`config.mk`:
```
export PLATFORM = sky130hd
export DESIGN_NAME = ryb_wheel_hue_rotate_unit
export DESIGN_NICKNAME = d
export VERILOG_FILES = /design/src/sv/rwh_pkg.sv /design/src/sv/rwh_fifo.sv /design/src/sv/rwh_front.sv /design/src/sv/rwh_back.sv /design/src/sv/ryb_wheel_hue_rotate_unit.sv
export SDC_FILE = /design/constraint.sdc
export NUM_CORES = 2
export LEC_CHECK = 0
export BUFFER_PORTS_ARGS = -buffer_cell sky130_fd_sc_hd__buf_2
export CELL_PAD_IN_SITES_DETAIL_PLACEMENT = 2
export CELL_PAD_IN_SITES_GLOBAL_PLACEMENT = 2
export CORE_MARGIN = 4
export CORE_UTILIZATION = 48
export CTS_BUF_LIST = sky130_fd_sc_hd__clkbuf_8 sky130_fd_sc_hd__clkbuf_16
export DETAILED_ROUTE_END_ITERATION = 7
export HOLD_SLACK_MARGIN = 0.15
export PLACE_DENSITY_LB_ADDON = 0.1
export SYNTH_ARGS = -nofsm -noshare
export SYNTH_HDL_FRONTEND = slang
export SYNTH_SLANG_ARGS = --single-unit
```
`constraint.sdc`:
```
create_clock -name clock -period 16.3 [get_ports clock]
set_clock_uncertainty 0.15 [all_clocks]
set_input_delay 1.63 -clock clock [delete_from_list [all_inputs] [get_ports clock]]
set_output_delay 1.63 -clock clock [all_outputs]
set_load 0.03 [all_outputs]
```
`src/sv/rwh_pkg.sv`:
```
package rwh_pkg;

   // Fixed-point format of hues and wheel angles
   localparam int HUE_FRAC_BITS = 7;
   localparam int ONE           = 1 << HUE_FRAC_BITS;
   localparam int FULL          = 360 * ONE;
   localparam int SEG_LEN       = 15 * ONE;

   // Port and internal widths
   localparam int HUE_W   = 16;
   localparam int ANG_W   = 16;
   localparam int VAL_W   = $clog2(FULL + 1);
   localparam int SUM_W   = VAL_W + 2;
   localparam int SEG_W   = 5;
   localparam int DY_W    = 5;
   localparam int DIST_W  = HUE_FRAC_BITS + 5;
   localparam int ROT_W   = 10;
   localparam int FWD_W   = HUE_FRAC_BITS + 4;
   localparam int INV_W   = HUE_FRAC_BITS + 5;

   // Wheel table: HSV hue at each 15 degree step of the RYB wheel
   localparam int KNOTS = 25;
   localparam int SEGS  = KNOTS - 1;
   localparam int unsigned KNOT_TBL [KNOTS] = '{
      0, 8, 17, 26, 34, 41, 48, 54, 60, 81, 103, 123, 138,
      155, 171, 187, 204, 219, 234, 251, 267, 282, 298, 329, 360
   };

   // Rotation reduction: rem 360 through a reciprocal multiply
   localparam int ANG_MOD   = 360;
   localparam int ANG_SHIFT = 24;
   localparam longint ANG_RCP = ((64'd1 << ANG_SHIFT) + ANG_MOD - 1) / ANG_MOD;
   localparam int QUO_W     = 7;

   // Forward map: divide by 2*dy through a per-segment reciprocal
   localparam int NUM1_W  = HUE_FRAC_BITS + 10;
   localparam int SHIFT1  = HUE_FRAC_BITS + 17;
   localparam int RCP1_W  = HUE_FRAC_BITS + 14;

   // Segment of a wrapped wheel angle: whole degrees divided by 15
   localparam int DEG_W     = 9;
   localparam int DIV15_RCP = 2185;
   localparam int DIV15_SH  = 15;
   localparam int DIV15_W   = 12;

   // Inverse map: divide by 30 through a reciprocal
   localparam int NUM2_W  = HUE_FRAC_BITS + 10;
   localparam int SHIFT2  = HUE_FRAC_BITS + 16;
   localparam int RCP2_W  = HUE_FRAC_BITS + 12;
   localparam longint RCP2 = ((64'd1 << SHIFT2) + 29) / 30;

   // Classified request passed from front to back
   typedef struct packed {
      logic [SEG_W-1:0]        seg;
      logic [DIST_W-1:0]       ofs;
      logic signed [ROT_W-1:0] rot;
   } rwh_item_type;

endpackage

```
`src/sv/rwh_fifo.sv`:
```
// Small register queue; DEPTH is a power of two
module rwh_fifo #(
   parameter int WIDTH = 8,
   parameter int DEPTH = 4
) (
   input  logic                       clock,
   input  logic                       reset,
   input  logic                       push,
   input  logic [WIDTH-1:0]           wr_data,
   input  logic                       pop,
   output logic [WIDTH-1:0]           rd_data,
   output logic                       empty,
   output logic [$clog2(DEPTH+1)-1:0] count
);

   localparam int PTR_W = (DEPTH > 1) ? $clog2(DEPTH) : 1;
   localparam int CNT_W = $clog2(DEPTH + 1);

   logic [WIDTH-1:0] mem_ff [DEPTH];
   logic [PTR_W-1:0] wr_ptr_ff, wr_ptr_in;
   logic [PTR_W-1:0] rd_ptr_ff, rd_ptr_in;
   logic [CNT_W-1:0] count_ff, count_in;

   // Advance pointers and occupancy
   always_comb begin
      wr_ptr_in = push ? wr_ptr_ff + PTR_W'(1) : wr_ptr_ff;
      rd_ptr_in = pop ? rd_ptr_ff + PTR_W'(1) : rd_ptr_ff;
      count_in  = count_ff + CNT_W'(push) - CNT_W'(pop);
   end

   always_ff @(posedge clock) begin
      if (reset) begin
         wr_ptr_ff <= '0;
         rd_ptr_ff <= '0;
         count_ff  <= '0;
      end else begin
         wr_ptr_ff <= wr_ptr_in;
         rd_ptr_ff <= rd_ptr_in;
         count_ff  <= count_in;
      end
   end

   // Store entries
   always_ff @(posedge clock) begin
      if (push) begin
         mem_ff[wr_ptr_ff] <= wr_data;
      end
   end

   assign rd_data = mem_ff[rd_ptr_ff];
   assign empty   = (count_ff == '0);
   assign count   = count_ff;

endmodule

```
`src/sv/rwh_front.sv`:
```
// Front: accept requests, reduce the rotation and find the wheel segment of the hue
module rwh_front
   import rwh_pkg::*;
#(
   parameter int MID_DEPTH = 4
) (
   input  logic                           clock,
   input  logic                           reset,
   input  logic                           req_push,
   output logic                           req_full,
   input  logic [HUE_W-1:0]               req_hue_in,
   input  logic signed [ANG_W-1:0]        req_angle_deg,
   input  logic [$clog2(MID_DEPTH+1)-1:0] mid_count,
   output logic                           mid_push,
   output rwh_item_type                   mid_item
);

   localparam int CNT_W = $clog2(MID_DEPTH + 1);

   logic                    accept;
   logic [VAL_W-1:0]        hue_red;
   logic [ANG_W-1:0]        mag;
   logic [2*ANG_W-1:0]      quo_prod;
   logic [ANG_W-1:0]        rem_full;
   logic [DEG_W-1:0]        rem;
   logic [SEGS-1:0]         le_knot;
   logic [SEG_W-1:0]        seg;

   logic                    f1_valid_ff;
   logic [VAL_W-1:0]        f1_hue_ff;
   logic [ANG_W-1:0]        f1_mag_ff;
   logic                    f1_neg_ff;
   logic [QUO_W-1:0]        f1_quo_ff;

   // Hold off requests when the queue plus the stage in flight could overflow
   assign req_full = ({1'b0, mid_count} + (CNT_W+1)'(f1_valid_ff)) >= (CNT_W+1)'(MID_DEPTH);
   assign accept   = req_push & ~req_full;

   // Fold the hue into one turn; take magnitude and quotient of the rotation
   always_comb begin
      if (32'(req_hue_in) >= 32'(FULL)) begin
         hue_red = VAL_W'(32'(req_hue_in) - 32'(FULL));
      end else begin
         hue_red = VAL_W'(req_hue_in);
      end
      mag      = req_angle_deg[ANG_W-1] ? ANG_W'(-req_angle_deg) : ANG_W'(req_angle_deg);
      quo_prod = (2*ANG_W)'(mag) * (2*ANG_W)'(ANG_RCP);
   end

   always_ff @(posedge clock) begin
      if (reset) begin
         f1_valid_ff <= 1'b0;
      end else begin
         f1_valid_ff <= accept;
      end
   end

   always_ff @(posedge clock) begin
      if (accept) begin
         f1_hue_ff <= hue_red;
         f1_mag_ff <= mag;
         f1_neg_ff <= req_angle_deg[ANG_W-1];
         f1_quo_ff <= quo_prod[ANG_SHIFT +: QUO_W];
      end
   end

   // Finish the remainder and locate the first knot at or above the hue
   always_comb begin
      rem_full = f1_mag_ff - ANG_W'(f1_quo_ff) * ANG_W'(ANG_MOD);
      rem      = rem_full[DEG_W-1:0];
      for (int k = 0; k < SEGS; k++) begin
         le_knot[k] = 32'(f1_hue_ff) <= KNOT_TBL[k+1] * 32'(ONE);
      end
      seg = SEG_W'(SEGS - 1);
      for (int k = SEGS - 1; k >= 0; k--) begin
         if (le_knot[k]) begin
            seg = SEG_W'(k);
         end
      end
   end

   // Pass the classified request to the queue
   always_comb begin
      mid_push      = f1_valid_ff;
      mid_item.seg  = seg;
      mid_item.ofs  = DIST_W'(f1_hue_ff - VAL_W'(KNOT_TBL[seg] * 32'(ONE)));
      mid_item.rot  = f1_neg_ff ? -ROT_W'({1'b0, rem}) : ROT_W'({1'b0, rem});
   end

endmodule

```
`src/sv/rwh_back.sv`:
```
// Back: map to the RYB wheel, rotate, wrap and map back to an HSV hue
module rwh_back
   import rwh_pkg::*;
#(
   parameter int OUT_DEPTH = 8
) (
   input  logic                           clock,
   input  logic                           reset,
   input  logic                           mid_empty,
   input  rwh_item_type                   mid_item,
   output logic                           mid_pop,
   input  logic [$clog2(OUT_DEPTH+1)-1:0] out_count,
   output logic                           out_push,
   output logic [HUE_W-1:0]               out_hue
);

   localparam int OCNT_W = $clog2(OUT_DEPTH + 1);
   localparam int BUSY_W = (OCNT_W > 3) ? OCNT_W + 1 : 4;

   // Per-segment width and reciprocal of twice the width
   logic [DY_W-1:0]   dy_tbl  [SEGS];
   logic [RCP1_W-1:0] rcp_tbl [SEGS];

   for (genvar g = 0; g < SEGS; g++) begin : g_seg
      localparam longint DY  = longint'(KNOT_TBL[g+1]) - longint'(KNOT_TBL[g]);
      localparam longint RCP = ((64'd1 << SHIFT1) + 2*DY - 1) / (2*DY);
      assign dy_tbl[g]  = DY_W'(DY);
      assign rcp_tbl[g] = RCP1_W'(RCP);
   end

   logic [BUSY_W-1:0]               busy;
   logic [NUM1_W-1:0]               num1;
   logic [NUM1_W+RCP1_W-1:0]        prod1;
   logic [VAL_W-1:0]                ryb;
   logic signed [SUM_W-1:0]         sum;
   logic signed [SUM_W-1:0]         sum_wrap;
   logic [DEG_W-1:0]                deg;
   logic [DIV15_W+DEG_W-1:0]        prod15;
   logic [SEG_W-1:0]                seg3;
   logic [NUM2_W+RCP2_W-1:0]        prod2;
   logic [VAL_W-1:0]                hue;

   logic                    b1_valid_ff, b2_valid_ff, b3_valid_ff, b4_valid_ff;
   logic [SEG_W-1:0]        b1_seg_ff;
   logic [FWD_W-1:0]        b1_fwd_ff;
   logic signed [ROT_W-1:0] b1_rot_ff;
   logic [VAL_W-1:0]        b2_sum_ff;
   logic [SEG_W-1:0]        b3_seg_ff;
   logic [FWD_W-1:0]        b3_ofs_ff;
   logic [SEG_W-1:0]        b4_seg_ff;
   logic [NUM2_W-1:0]       b4_num_ff;

   // Pull a request only when the result queue has room for everything in flight
   always_comb begin
      busy = BUSY_W'(out_count) + BUSY_W'(b1_valid_ff) + BUSY_W'(b2_valid_ff)
           + BUSY_W'(b3_valid_ff) + BUSY_W'(b4_valid_ff);
      mid_pop = ~mid_empty & (busy < BUSY_W'(OUT_DEPTH));
   end

   // Stage 1: offset into segment scaled to 15 degrees, rounded half up
   always_comb begin
      num1  = NUM1_W'(mid_item.ofs) * NUM1_W'(30) + NUM1_W'(dy_tbl[mid_item.seg]);
      prod1 = (NUM1_W+RCP1_W)'(num1) * (NUM1_W+RCP1_W)'(rcp_tbl[mid_item.seg]);
   end

   // Stage 2: add the rotation and wrap into one turn
   always_comb begin
      ryb = VAL_W'(b1_seg_ff) * VAL_W'(SEG_LEN) + VAL_W'(b1_fwd_ff);
      sum = SUM_W'(ryb) + (SUM_W'(b1_rot_ff) <<< HUE_FRAC_BITS);
      if (sum < 0) begin
         sum_wrap = sum + SUM_W'(FULL);
      end else if (sum >= SUM_W'(FULL)) begin
         sum_wrap = sum - SUM_W'(FULL);
      end else begin
         sum_wrap = sum;
      end
   end

   // Stage 3: segment of the wrapped angle and offset inside it
   always_comb begin
      deg    = DEG_W'(b2_sum_ff >> HUE_FRAC_BITS);
      prod15 = (DIV15_W+DEG_W)'(deg) * (DIV15_W+DEG_W)'(DIV15_RCP);
      seg3   = prod15[DIV15_SH +: SEG_W];
   end

   // Stage 4 result: divide by 30, add the knot hue and wrap
   always_comb begin
      prod2 = (NUM2_W+RCP2_W)'(b4_num_ff) * (NUM2_W+RCP2_W)'(RCP2);
      hue   = VAL_W'(KNOT_TBL[b4_seg_ff] * 32'(ONE)) + VAL_W'(prod2[SHIFT2 +: INV_W]);
      if (hue >= VAL_W'(FULL)) begin
         out_hue = HUE_W'(hue - VAL_W'(FULL));
      end else begin
         out_hue = HUE_W'(hue);
      end
      out_push = b4_valid_ff;
   end

   always_ff @(posedge clock) begin
      if (reset) begin
         b1_valid_ff <= 1'b0;
         b2_valid_ff <= 1'b0;
         b3_valid_ff <= 1'b0;
         b4_valid_ff <= 1'b0;
      end else begin
         b1_valid_ff <= mid_pop;
         b2_valid_ff <= b1_valid_ff;
         b3_valid_ff <= b2_valid_ff;
         b4_valid_ff <= b3_valid_ff;
      end
   end

   // Advance the payload
   always_ff @(posedge clock) begin
      b1_seg_ff <= mid_item.seg;
      b1_fwd_ff <= prod1[SHIFT1 +: FWD_W];
      b1_rot_ff <= mid_item.rot;
      b2_sum_ff <= VAL_W'(sum_wrap);
      b3_seg_ff <= seg3;
      b3_ofs_ff <= FWD_W'(b2_sum_ff - VAL_W'(seg3) * VAL_W'(SEG_LEN));
      b4_seg_ff <= b3_seg_ff;
      b4_num_ff <= (NUM2_W'(dy_tbl[b3_seg_ff]) * NUM2_W'(b3_ofs_ff) << 1) + NUM2_W'(15);
   end

endmodule

```
`src/sv/ryb_wheel_hue_rotate_unit.sv`:
```
// Channel   Ports                                   Handshake
// request   req_hue_in, req_angle_deg               req_push / req_full
// response  rsp_hue_out                             rsp_pop / rsp_empty
//
// One request per cycle sustained while req_full is low. A taken request passes the front
// stage, the classify queue, the four back stages and the result queue in that order before
// its response shows on the result ports.
// Synchronous reset empties both queues and the pipeline; no other state.
// A stalled consumer fills the result queue, then the classify queue, then raises req_full.
module ryb_wheel_hue_rotate_unit
   import rwh_pkg::*;
#(
   parameter int MID_DEPTH = 4,
   parameter int OUT_DEPTH = 8
) (
   input  logic                    clock,
   input  logic                    reset,
   input  logic                    req_push,
   output logic                    req_full,
   input  logic [HUE_W-1:0]        req_hue_in,
   input  logic signed [ANG_W-1:0] req_angle_deg,
   output logic                    rsp_empty,
   input  logic                    rsp_pop,
   output logic [HUE_W-1:0]        rsp_hue_out
);

   localparam int MCNT_W = $clog2(MID_DEPTH + 1);
   localparam int OCNT_W = $clog2(OUT_DEPTH + 1);

   logic                  mid_push;
   logic                  mid_pop;
   logic                  mid_empty;
   logic [MCNT_W-1:0]     mid_count;
   rwh_item_type          mid_wr_item;
   rwh_item_type          mid_rd_item;
   logic                  out_push;
   logic [HUE_W-1:0]      out_hue;
   logic [OCNT_W-1:0]     out_count;

   rwh_front #(
      .MID_DEPTH (MID_DEPTH)
   ) u_front (
      .clock         (clock),
      .reset         (reset),
      .req_push      (req_push),
      .req_full      (req_full),
      .req_hue_in    (req_hue_in),
      .req_angle_deg (req_angle_deg),
      .mid_count     (mid_count),
      .mid_push      (mid_push),
      .mid_item      (mid_wr_item)
   );

   rwh_fifo #(
      .WIDTH ($bits(rwh_item_type)),
      .DEPTH (MID_DEPTH)
   ) u_mid_fifo (
      .clock   (clock),
      .reset   (reset),
      .push    (mid_push),
      .wr_data (mid_wr_item),
      .pop     (mid_pop),
      .rd_data (mid_rd_item),
      .empty   (mid_empty),
      .count   (mid_count)
   );

   rwh_back #(
      .OUT_DEPTH (OUT_DEPTH)
   ) u_back (
      .clock     (clock),
      .reset     (reset),
      .mid_empty (mid_empty),
      .mid_item  (mid_rd_item),
      .mid_pop   (mid_pop),
      .out_count (out_count),
      .out_push  (out_push),
      .out_hue   (out_hue)
   );

   rwh_fifo #(
      .WIDTH (HUE_W),
      .DEPTH (OUT_DEPTH)
   ) u_out_fifo (
      .clock   (clock),
      .reset   (reset),
      .push    (out_push),
      .wr_data (out_hue),
      .pop     (rsp_pop & ~rsp_empty),
      .rd_data (rsp_hue_out),
      .empty   (rsp_empty),
      .count   (out_count)
   );

endmodule

```
==> impl_metrics.yaml <==
outcome:
  status: "complete, no violations"
global_routing:
  grt_util_all_layers: 0.315
  grt_max_degree: 34
  grt_pass1_wl_um: 205000
  grt_pass1_vias: 33600
  grt_antenna_before_repair: 5
  grt-ovfl-total: 0
clock_tree:
  insertion_delay_ps: 610
  cts_setup_buffers: 0
  cts_buffers: 45
  postCtsHoldBufs: 0
  cts_resized: 0
  root_buffer: "clkbuf_16"
  clock_path_buffers: 3
  htreeDepth: 2
  cts.sinks: 374
  clk_pin_slew_worst_paths_ps: 60
  cts_tree: "built"
sta:
  maxSlewHeadroom: 0.0440
  setup_viol: 0
  rsz0062_at_grt: "false"
  whs_ps: 175
  max_freq_mhz: 76.2
  tightest_slew_ps: 1430
  setup_ws_ps: 3180
  period_minus_slack_ps: 13120
  final-max-slew-violation-count: 0
  period_share: 0.805
  fin_setup_tns_ps: 0
  finalHoldViolCount: 0
logic_synthesis:
  synthesis.area_sq_um: 38100
  syn_nets: 4598
  seq_area_frac_synth: 0.267
  yosys.cell_count.top_type: "inv_1"
  synth_cell_types: 98
  synthCells: 3647
  synth_edf_count: 268
  yosys.area.top_type_share: 0.230
  synth_top_cell_by_area: "fa_1"
  synth_area_leaders: "fa_1 23%, edfxtp_1 21%, ha_1 16%"
  postSynth.asyncResetShare: 0
  synthFlopType: "edfxtp_1"
  ys_ff_latch: 374
  ys.warnings.count: 0
  synth.avg_cell_area_sq_um: 10.5
  yosys-top-cells-count: "681 x inv_1, 477 x ha_1, 438 x fa_1"
worst_hold_path:
  hold_class: "reg2reg"
critical_path:
  crit_family: "adder cells"
  end_kind: "flip-flop"
  path_max_fanout: 29
  slowest_delay_ps: 1030
  path_common_cell: "fa_1"
  critPathLaunchType: "flip-flop"
  arrival_ps: 13460
  crit_path_top_delay_cell: "dfxtp_2"
  path_buf_inv: 4
  crit_type: "reg2reg"
  required_ps: 16640
  reg2reg_slack_ps: 3180
place:
  portBuffers: 53
  gp_congestion: 0.852
  place_ws_ps: 3210
  dp_hpwl_um: 96200
  placed_cell_area_sq_um: 39700
flow_run:
  drv_cap: 0
layout:
  syn2layout_area_growth_pct: 8.08
  regArea_sq_um: 10200
  num-fill-cells: 7981
  drive_gt1_frac: 0.0812
  nets: 4634
  multi_input_area_sq_um: 25100
  stdcell_area_sq_um: 41200
floorplanning:
  die_y_um: 290
  ios: 54
  row_count: 103
  chipWidth_um: 290
  initial_core_util: 0.484
  dieArea_sq_um: 84000
  coreArea_sq_um: 78900
route:
  drt_iter0_markers: 1705
  ant_nets: 0
  wl_um: 132000
  firstDrtPassIters: 5
  routed_via_density: 5.84
  num_vias: 27900
  wl_per_cell_um: 27.7
  drc_errors: 0
through the flow:
stage | instances | utilization
6_report | 4772 | 0.523
5_1_grt | 4770 | 0.523
4_1_cts | 4770 | 0.523
3_5_place_dp | 4686 | 0.504
3_3_place_gp | 4686 | 0.504
2_1_floorplan | 3647 | -
cells by family after synthesis:
kind of cell | count (synthesis) | share of synthesized area
AOI/OAI and AO/OA | 433 | 0.0757
xor gates and xnor gates | 170 | 0.0396
adders and majority gates | 915 | 0.386
buffers and inverters | 793 | 0.0787
DFF | 374 | 0.267
muxes | 95 | 0.0444
and+or+nand+nor | 867 | 0.109
final cells by class:
cell class | count | area share
flip-flops and latches | 374 | 0.247
repair buffers | 99 | 0.0148
clock inverters | 35 | 0.00704
diodes | 2 | 0.000121
clock buffers | 49 | 0.0289
multi-input cells | 2480 | 0.608
inverters | 683 | 0.0622
well taps | 1050 | 0.0319
final timing paths:
check                             end  depth (start not counted)           startpoint
hold reg to reg   u_back.b3_ofs_ff[1]                          0  u_back.b2_sum_ff[1]
hold / removal    u_back.b3_ofs_ff[1]                          0  u_back.b2_sum_ff[1]
setup reg to reg  u_back.b1_fwd_ff[9]                         34            flip-flop
setup / recovery  u_back.b1_fwd_ff[9]                         34            flip-flop
layer usage:
metal  GRT usage  share of wire  up-vias
met5           0              0        -
met2       0.607           0.55      739
met4       0.127          0.047        0
met3      0.0313          0.036      330
li1            -              -    12100
met1       0.353           0.37    14700
cell usage in the layout, fill, tap and decap left out, types with 8 or more instances in the layout:
cell type,n
ha_1,477
dfxtp_1,103
xnor2_1,107
edfxtp_1,268
clkbuf_16,46
mux2i_1,17
o21a_1,25
o21bai_1,10
o21ai_0,76
nand3b_1,9
fa_1,438
nor2b_1,33
xor2_1,58
clkinv_1,10
nand4_1,10
and3_1,15
o31ai_1,16
a211oi_1,10
o22ai_1,8
nand3_1,29
nand2b_1,25
nand2_1,402
nor2_1,118
or2_2,8
a21oi_1,116
a31oi_1,16
buf_2,53
nor3_1,41
mux4_2,57
buf_4,46
and2_1,114
mux2_2,19
inv_1,689
a21o_1,50
o211ai_1,10
worst register-to-register path: cells and delay by family (launching register included):
family          cells  cell delay (ps)
compound gates     11             3140
buf+inv             4              360
fa+ha+maj          10             4810
flops               1             1030
mux                 1              700
xor+xnor            2             1200
simple gates        6             1650
sequential cells by signal, indices dropped and copies added, names as in the netlist, 2 cells and up, named ones only:
register and flops:
u_back.b1_seg_ff 5, u_front.f1_quo_ff 6, u_front.f1_hue_ff 16, u_back.b1_rot_ff 10
u_mid_fifo.rd_ptr_ff 2, u_back.b3_ofs_ff 11, u_mid_fifo.count 3, u_back.b1_fwd_ff 11
u_out_fifo.rd_ptr_ff 3, u_front.f1_mag_ff 9, u_out_fifo.count 4, u_back.b4_seg_ff 5
u_mid_fifo.wr_ptr_ff 2, u_back.b3_seg_ff 5, u_back.b2_sum_ff 16, u_back.b4_num_ff 16
u_out_fifo.mem_ff 128, u_out_fifo.wr_ptr_ff 3, u_mid_fifo.mem_ff 108
Power is left out: the tool's default activity adds up to more than one toggle a clock period on the data nets, which glitch-free logic cannot reach.
